--- config.mk ---
export PLATFORM = sky130hd
export DESIGN_NAME = cvi_axis
export DESIGN_NICKNAME = d
export VERILOG_FILES = /design/src/rtl/cvi_pkg.sv /design/src/rtl/cvi_div_cell.sv /design/src/rtl/cvi_axis.sv
export SDC_FILE = /design/constraint.sdc
export NUM_CORES = 1
export LEC_CHECK = 0
export BUFFER_PORTS_ARGS = -buffer_cell sky130_fd_sc_hd__buf_2
export CAP_MARGIN = 40
export CORE_MARGIN = 2
export CORE_UTILIZATION = 39
export DETAILED_ROUTE_END_ITERATION = 8
export PLACE_DENSITY = 0.52
export REMOVE_ABC_BUFFERS = 1
export SLEW_MARGIN = 30
export SYNTH_ARGS = -nofsm -noshare
export SYNTH_HDL_FRONTEND = slang
export SYNTH_SLANG_ARGS = --single-unit
--- constraint.sdc ---
create_clock -name clk -period 9.3 [get_ports clk]
set_input_delay 0.93 -clock clk [delete_from_list [all_inputs] [get_ports clk]]
set_output_delay 0.93 -clock clk [all_outputs]
set_load 0.03 [all_outputs]
--- src/rtl/cvi_pkg.sv ---
// package for the coordinate to voxel index unit: types, register codes, widths
`default_nettype none
package cvi_pkg;
  localparam int unsigned COORD_W = 32;
  localparam int unsigned PITCH_W = 31;
  localparam int unsigned COUNTS_W = 33;
  localparam int unsigned IDX_W = 11;
  localparam int unsigned LIN_W = 30;
  localparam int unsigned QBITS = 11;
  localparam int unsigned CFG_IDX_W = 3;
  localparam int unsigned MAX_DIM_DEF = 1024;

  localparam logic [CFG_IDX_W-1:0] REG_CORNER_X = 3'd0;
  localparam logic [CFG_IDX_W-1:0] REG_CORNER_Y = 3'd1;
  localparam logic [CFG_IDX_W-1:0] REG_CORNER_Z = 3'd2;
  localparam logic [CFG_IDX_W-1:0] REG_PITCH_X = 3'd3;
  localparam logic [CFG_IDX_W-1:0] REG_PITCH_Y = 3'd4;
  localparam logic [CFG_IDX_W-1:0] REG_PITCH_Z = 3'd5;
  localparam logic [CFG_IDX_W-1:0] REG_GRID_COUNTS = 3'd6;

  typedef struct packed {
    logic [COORD_W-1:0] rem;
    logic [QBITS-1:0] quo;
    logic zero;
    logic sat;
  } cvi_cell_t;
endpackage
`default_nettype wire

--- src/rtl/cvi_div_cell.sv ---
// one restoring division cell: resolves one quotient bit and passes on
`default_nettype none
module cvi_div_cell #(
  parameter int unsigned BIT = 0
) (
  input  wire logic                       clk,
  input  wire logic                       en,
  input  wire logic [cvi_pkg::PITCH_W-1:0] pitch,
  input  wire cvi_pkg::cvi_cell_t         d_in,
  output cvi_pkg::cvi_cell_t              d_out
);
  localparam int unsigned CW = cvi_pkg::PITCH_W + cvi_pkg::QBITS;

  logic [CW-1:0] shifted;
  logic [CW-1:0] rem_ext;
  logic [CW-1:0] diff;
  cvi_pkg::cvi_cell_t cell_nxt;

  always_comb begin
    shifted = {{(CW-cvi_pkg::PITCH_W){1'b0}}, pitch} << BIT;
    rem_ext = {{(CW-cvi_pkg::COORD_W){1'b0}}, d_in.rem};
    diff = rem_ext - shifted;
    cell_nxt = d_in;
    if (!d_in.zero && !d_in.sat && rem_ext >= shifted) begin
      cell_nxt.rem = diff[cvi_pkg::COORD_W-1:0];
      cell_nxt.quo[BIT] = 1'b1;
    end
  end

  always_ff @(posedge clk) begin
    if (en) begin
      d_out <= cell_nxt;
    end
  end
endmodule
`default_nettype wire

--- src/rtl/cvi_axis.sv ---
// one axis: offset and range check, chain of division cells, clamp to count
`default_nettype none
module cvi_axis (
  input  wire logic                        clk,
  input  wire logic                        en,
  input  wire logic [cvi_pkg::COORD_W-1:0] point,
  input  wire logic [cvi_pkg::COORD_W-1:0] corner,
  input  wire logic [cvi_pkg::PITCH_W-1:0] pitch,
  input  wire logic [cvi_pkg::IDX_W-1:0]   count,
  output logic [cvi_pkg::IDX_W-1:0]        idx_r,
  output logic                             ok_r
);
  localparam int unsigned CW = cvi_pkg::PITCH_W + cvi_pkg::QBITS;
  localparam int unsigned QB = cvi_pkg::QBITS;

  logic [cvi_pkg::COORD_W:0] diff;
  logic [CW-1:0] rem_ext;
  logic [CW-1:0] limit;
  cvi_pkg::cvi_cell_t front_nxt;
  cvi_pkg::cvi_cell_t chain [0:QB];
  logic [cvi_pkg::IDX_W-1:0] idx_nxt;
  logic ok_nxt;

  always_comb begin
    diff = {point[cvi_pkg::COORD_W-1], point} - {corner[cvi_pkg::COORD_W-1], corner};
    rem_ext = {{(CW-cvi_pkg::COORD_W){1'b0}}, diff[cvi_pkg::COORD_W-1:0]};
    limit = {pitch, {QB{1'b0}}};
    front_nxt.rem = diff[cvi_pkg::COORD_W-1:0];
    front_nxt.quo = '0;
    front_nxt.zero = diff[cvi_pkg::COORD_W] || (pitch == '0);
    front_nxt.sat = !front_nxt.zero && (rem_ext >= limit);
  end

  always_ff @(posedge clk) begin
    if (en) begin
      chain[0] <= front_nxt;
    end
  end

  for (genvar g = 0; g < QB; g++) begin : g_cell
    cvi_div_cell #(
      .BIT(QB - 1 - g)
    ) u_cell (
      .clk   (clk),
      .en    (en),
      .pitch (pitch),
      .d_in  (chain[g]),
      .d_out (chain[g+1])
    );
  end

  always_comb begin
    priority if (chain[QB].zero) begin
      idx_nxt = '0;
      ok_nxt = 1'b0;
    end else if (chain[QB].sat || chain[QB].quo >= count) begin
      idx_nxt = count;
      ok_nxt = 1'b0;
    end else begin
      idx_nxt = chain[QB].quo;
      ok_nxt = 1'b1;
    end
  end

  always_ff @(posedge clk) begin
    if (en) begin
      idx_r <= idx_nxt;
      ok_r <= ok_nxt;
    end
  end
endmodule
`default_nettype wire

* After elaboration in Yosys (flattened, before gate mapping) *
Cells that the tools add are included.
Widths: inputs -> output; s select.

storage, ports and cells
  latch bits = 0
  word-level logic and storage cells = 143
  output and inout bits = 12
  memories kept = 0
  memory bits (writable) = 0
  memory bits (read-only) = 0
  register bits = 454

cells by class
  equality and inequality tests = 0
  shift-type cells = 0
  multipliers = 0
  order comparisons = 13
  reduce and logical (&&, ||, !) cells = 49
  bitwise logic cells = 0
  muxes and demuxes = 12
  div/mod/pow operators = 0
  add/sub/neg operators = 11

operators by type and width
  operator           number
  $sub 32x32->32     10
  $mux 32            9
  $ge 32x42->1       1
  $ge 32x41->1       1
  $ge 32x40->1       1
  $ge 32x39->1       1
  $ge 32x38->1       1
  $ge 32x37->1       1
  $ge 32x36->1       1
  $ge 32x35->1       1
  $ge 32x34->1       1
  $ge 32x33->1       1
  $mux 33            1
  $sub 32x32->33     1
  $ge 32x31->1       1
  $ge 32x32->1       1
  $logic_not 31->1   1
  $logic_and 1x1->1  23
  $logic_not 1->1    23
  $ge 11x11->1       1
  $mux 11            1
  $logic_or 1x1->1   2
  $mux 1             1

* Depth between registers and ports, before layout *
  word-level depth = 4
  depth in mapped cells = 23
  mapped depth without buffers = 23

* Cells and area by module *
A second synthesis with hierarchy kept.

unflattened totals
  cells, all modules = 4036
  area, all modules = 40976.8 um^2

modules (own cells, without submodules)
  module                             area each (um^2)  cells each  times used  seq. area each (um^2)
  cvi_axis                           4300.4            477         1           1381.3
  cvi_div_cell at g_cell[10].u_cell  3791.1            427         1           1351.3
  cvi_div_cell at g_cell[9].u_cell   3607.2            379         1           1351.3
  cvi_div_cell at g_cell[6].u_cell   3602.2            337         1           1351.3
  cvi_div_cell at g_cell[8].u_cell   3593.4            353         1           1351.3
  cvi_div_cell at g_cell[7].u_cell   3542.1            324         1           1351.3
  cvi_div_cell at g_cell[5].u_cell   3181.8            328         1           1351.3
  cvi_div_cell at g_cell[4].u_cell   3124.2            295         1           1351.3
  cvi_div_cell at g_cell[2].u_cell   3121.7            278         1           1351.3
  cvi_div_cell at g_cell[3].u_cell   3101.7            282         1           1351.3
  cvi_div_cell at g_cell[0].u_cell   3007.9            263         1           1351.3
  cvi_div_cell at g_cell[1].u_cell   3002.9            293         1           1351.3

* Least setup slack after synthesis *
No wires, ideal clock.

  kind = input to register
  from = in point[0] in the netlist's numbering
  to = reg chain[495] in the netlist's numbering (data pin)
  arrival time = 5771 ps
  stages on the path = 21
  path slack = 3383 ps
  library setup time = 146 ps
  buffers on the path = 0
  path through = inv_1 -> ha_1 -> inv_1 -> fa_1 -> a211oi_1 -> o21bai_1 -> nand4_1 -> a31oi_1 -> a311o_1 -> a41oi_1 -> o21ai_0 -> a2111oi_0 -> xnor2_1 -> ha_1 -> nand4_1 -> or4_2 -> or3_1 -> or4_1 -> nor4_2 -> o2111ai_1 -> a21oi_1

RTL lines
  item                RTL line        text
  start: declaration  cvi_axis.sv:6   input wire logic [cvi_pkg::COORD_W-1:0] point,
  end: declaration    cvi_axis.sv:20  cvi_pkg::cvi_cell_t chain [0:QB];

==> results.md <==
* Die height at 295 µm
* Setup repair after global routing missed its margin: no
* Part of the power in registers at 39.0%
* # H-tree levels at 2
* CTS max path bufs at 3
* Resized Gates After CTS at 0
* Post-synth top cells: edfxtp_1 (454), ha_1 (360), a21oi_1 (253)
* Area delta synth->final at 12.9%
* Startpoint type of the worst setup path: input port
* Data arrival time of the critical path at 6.83 ns
* Prevailing post-synth register cell: edfxtp_1
* Post-Synthesis Cell Area at 0.0331 mm²
* Ant diodes at 0
* CP startpoint: point[0]
* Post-place instance area at 0.0353 mm²
* Worst Skew at 0.0246 ns
* Share of cells above drive strength 1 at 12.7%
* Final cell count without fillers at 4,521
* Worst slew pin tran at 0.878 ns
* List of cells traversed by the critical path: buf_2 > inv_1 > ha_1 > inv_1 > fa_1 > a211oi_1 > o21bai_1 > nand4_1 > a31oi_1 > a311o_1 > a41oi_1 > o21ai_0 > a2111oi_0 > xnor2_1 > ha_1 > nand4_1 > or4_2 > or3_1 > or4_1 > nor4_2 > o2111ai_1 > a21oi_1
* All-layer global routing usage at 19.4%
* DR DRC count at 0
* Clock period minus final worst setup slack at 6.37 ns
* Initial cell density of the core at 39.5%
* Antenna-violating nets left at 0
* Final-stage net count at 3,821
* Total clock buffers created by CTS at 55
* Total count of max-transition violations in the final report at 0
* Synth Area per Inst at 10.4 µm²
* Biggest cell delay along the critical path at 0.65 ns
* Final period util at 68.5%
* Number of vias after detailed routing at 24,983
* First-pass iteration count of the detailed router at 5
* Total of warnings raised by yosys at 0
* Grt ovf at 0
* Slowest stage cell on the critical path: or4_2
* Routed WL per cell at 18.9 µm
* Initial antenna violation count at 0
* Count of unique library cells instantiated by Yosys at 81
* Yosys reg bits at 454
* Vias in the first global route at 26,084
* Clock slew at the register clock pins of the worst setup and hold paths at 0.06 ns
* Result of the run: finished, final reports clean
* Cell with the most instances after synthesis: edfxtp_1
* Sequential area share after synthesis at 41.2%
* # placed instances at 4,412
* Wire length of the first global-routing pass at 134 mm
* Die Width at 295 µm
* Kind of critical path: input port to flip-flop
* Post-detailed-placement half-perimeter wirelength at 66.6 mm
* Total area of multi-input combinational cells at 0.0187 mm²
* Cell type group with the largest total delay on the critical path: compound AO/OA/AOI/OAI gates
* EDFF count, synth at 454
* Fillers at 7,809
* Net Sw Power at 1.92 mW
* Area enclosed by the die boundary at 0.0872 mm²
* Weighted congestion at the end of routability-driven global placement at 0.922
* Clock tree from TritonCTS: yes
* Required time of the worst setup path at 9.77 ns
* Internal power consumption at 4.57 mW
* Vias per std cell at 5.53
* CTS Root Cell: clkbuf_16
* Final design instance area without fill at 0.0373 mm²
* Gate count after technology mapping at 3,185
* Combinational group share of total power at 25.3%
* Share of flip-flops with an asynchronous set or reset at 0%
* Number of violations of the max-capacitance limit at 0
* Sw frac at 29.5%
* Clock sinks at 454
* Area leader, netlist: edfxtp_1
* Largest fanout on the critical path at 4
* Number of port buffers at 119
* Classification of the worst-slack hold path: flip-flop to flip-flop
* Final number of setup-violating endpoints at 0
* Endpoints failing hold at 0
* Area of all sequential standard cells at 0.0136 mm²
* Power density over the cells at 174 mW/mm²
* Origin of the critical flop-to-flop path: g_cell[2].u_cell.d_out[22]
* Number of setup buffers added after CTS at 0
* IO Count at 120
* Worst path buffer plus inverter count at 3
* Final WL at 85.3 mm
* Area share of the leading cell type in the synthesized netlist at 41.2%
* Total leakage power at 15.3 nW
* Hold path start: g_cell[9].u_cell.d_out[6]
* Max transition margin at 40.8%
* Clock latency reported for the late side of the worst-skew pair at 0.61 ns
* Number of buffers added to fix hold violations after cts at 0
* Row count at 106
* Leading post-synthesis cells by cell area: edfxtp_1 (41%), ha_1 (14%), mux2_2 (5.1%)
* Highest Clock Rate at 0.157 GHz
* Kind of end point of the critical path: flip-flop
* Placeable Area at 0.0838 mm²
* Worst-case vdd ir drop at 0.116 mV
* Number of DRC violations after detailed-routing iteration 0 at 1,159
* Pin count of the biggest net entering global routing at 86
* Share of total power in the clock network at 35.7%
* Final-layout setup total negative slack at 0 ns
-- worst register-to-register path, cell delays in order, from the launching register on --
cell and delay [ns]:
edfxtp_1 0.39, ha_1 0.41, a21oi_1 0.24, a21oi_1 0.16, o41ai_1 0.78, o211ai_1 0.17
a21oi_1 0.39, o21ai_0 0.26, a41oi_2 0.34, buf_4 0.41, inv_1 0.17, mux2_2 0.29
-- placed cells by master (no fill, tap or decap), drive strengths merged, types with 44 or more instances in the layout --
master	count
edfxtp	454
ha	360
a21oi	253
nand2	232
o21ai	231
nor2	184
inv	161
buf	150
mux2	149
xnor2	147
a21o	141
xor2	95
clkbuf	64
nor3	63
nand3	60
nor2b	47
o21a	45
nand4	45
nand2b	44
-- sequential cells by signal, indices dropped and copies added (netlist names) --
signal / cells
chain: 34
g_cell.u_cell.d_out: 408
idx_r: 11
ok_r: 1
-- cell type report --
cell class              instances  area share [%]
repair buffers                154            2.73
multi-input cells            2517            50.2
clock buffers                  62            3.81
inverters                     160            1.61
well taps                    1134            3.80
flip-flops and latches        454            36.5
clock inverters                40            1.39
-- routing by layer --
| layer | wire, µm | vias up | global-route usage (%) |
|---|---|---|---|
| met5 | 0 | - | 0 |
| met3 | 2440 | 203 | 2.06 |
| li1 | - | 12438 | - |
| met2 | 43100 | 542 | 36.5 |
| met1 | 34500 | 11800 | 21.0 |
| met4 | 5270 | 0 | 11.3 |
-- stage by stage --
| step | worst slack (ns) | power [mW] | hold WS, ns | util, % |
|---|---|---|---|---|
| floorplan | 3.38 | 3.74 | 0.400 | - |
| CTS | 3.00 | 6.55 | 0.415 | 44.4 |
| global placement | 2.43 | 4.14 | 0.400 | 41.9 |
| finish | 2.93 | 6.49 | 0.415 | 44.6 |
| global route | 2.59 | 6.84 | 0.424 | 44.6 |
| detailed placement | 2.36 | 4.19 | 0.405 | 42.1 |
-- power by group through the flow --
stage	sequential [mW]	clock (mW)	combinational, mW
final	2.53	2.32	1.64
after global routing	2.55	2.47	1.82
after CTS	2.53	2.39	1.63
after detailed placement	2.57	0	1.62
after global placement	2.57	0	1.57
after floorplan	2.55	0	1.19
-- cells by family after synthesis --
family / count (synthesis) / share of synthesized area, %
flops: 454 / 41.2
mux: 177 / 5.92
compound gates: 924 / 17.7
simple gates: 803 / 12.0
xor+xnor: 242 / 6.41
buf+inv: 214 / 2.50
fa+ha+maj: 371 / 14.3
-- path summary, 6_finish.rpt --
kind / cells past startpoint / to / slack, ns
worst max-delay path: 22 / chain[495] / 2.93
worst min-delay path: 0 / g_cell[10].u_cell.d_out[6] / 0.41
worst max register to register: 11 / g_cell[3].u_cell.d_out[36] / 5.03
worst min register to register: 0 / g_cell[10].u_cell.d_out[6] / 0.41
Power figures use the tool's default switching activity.
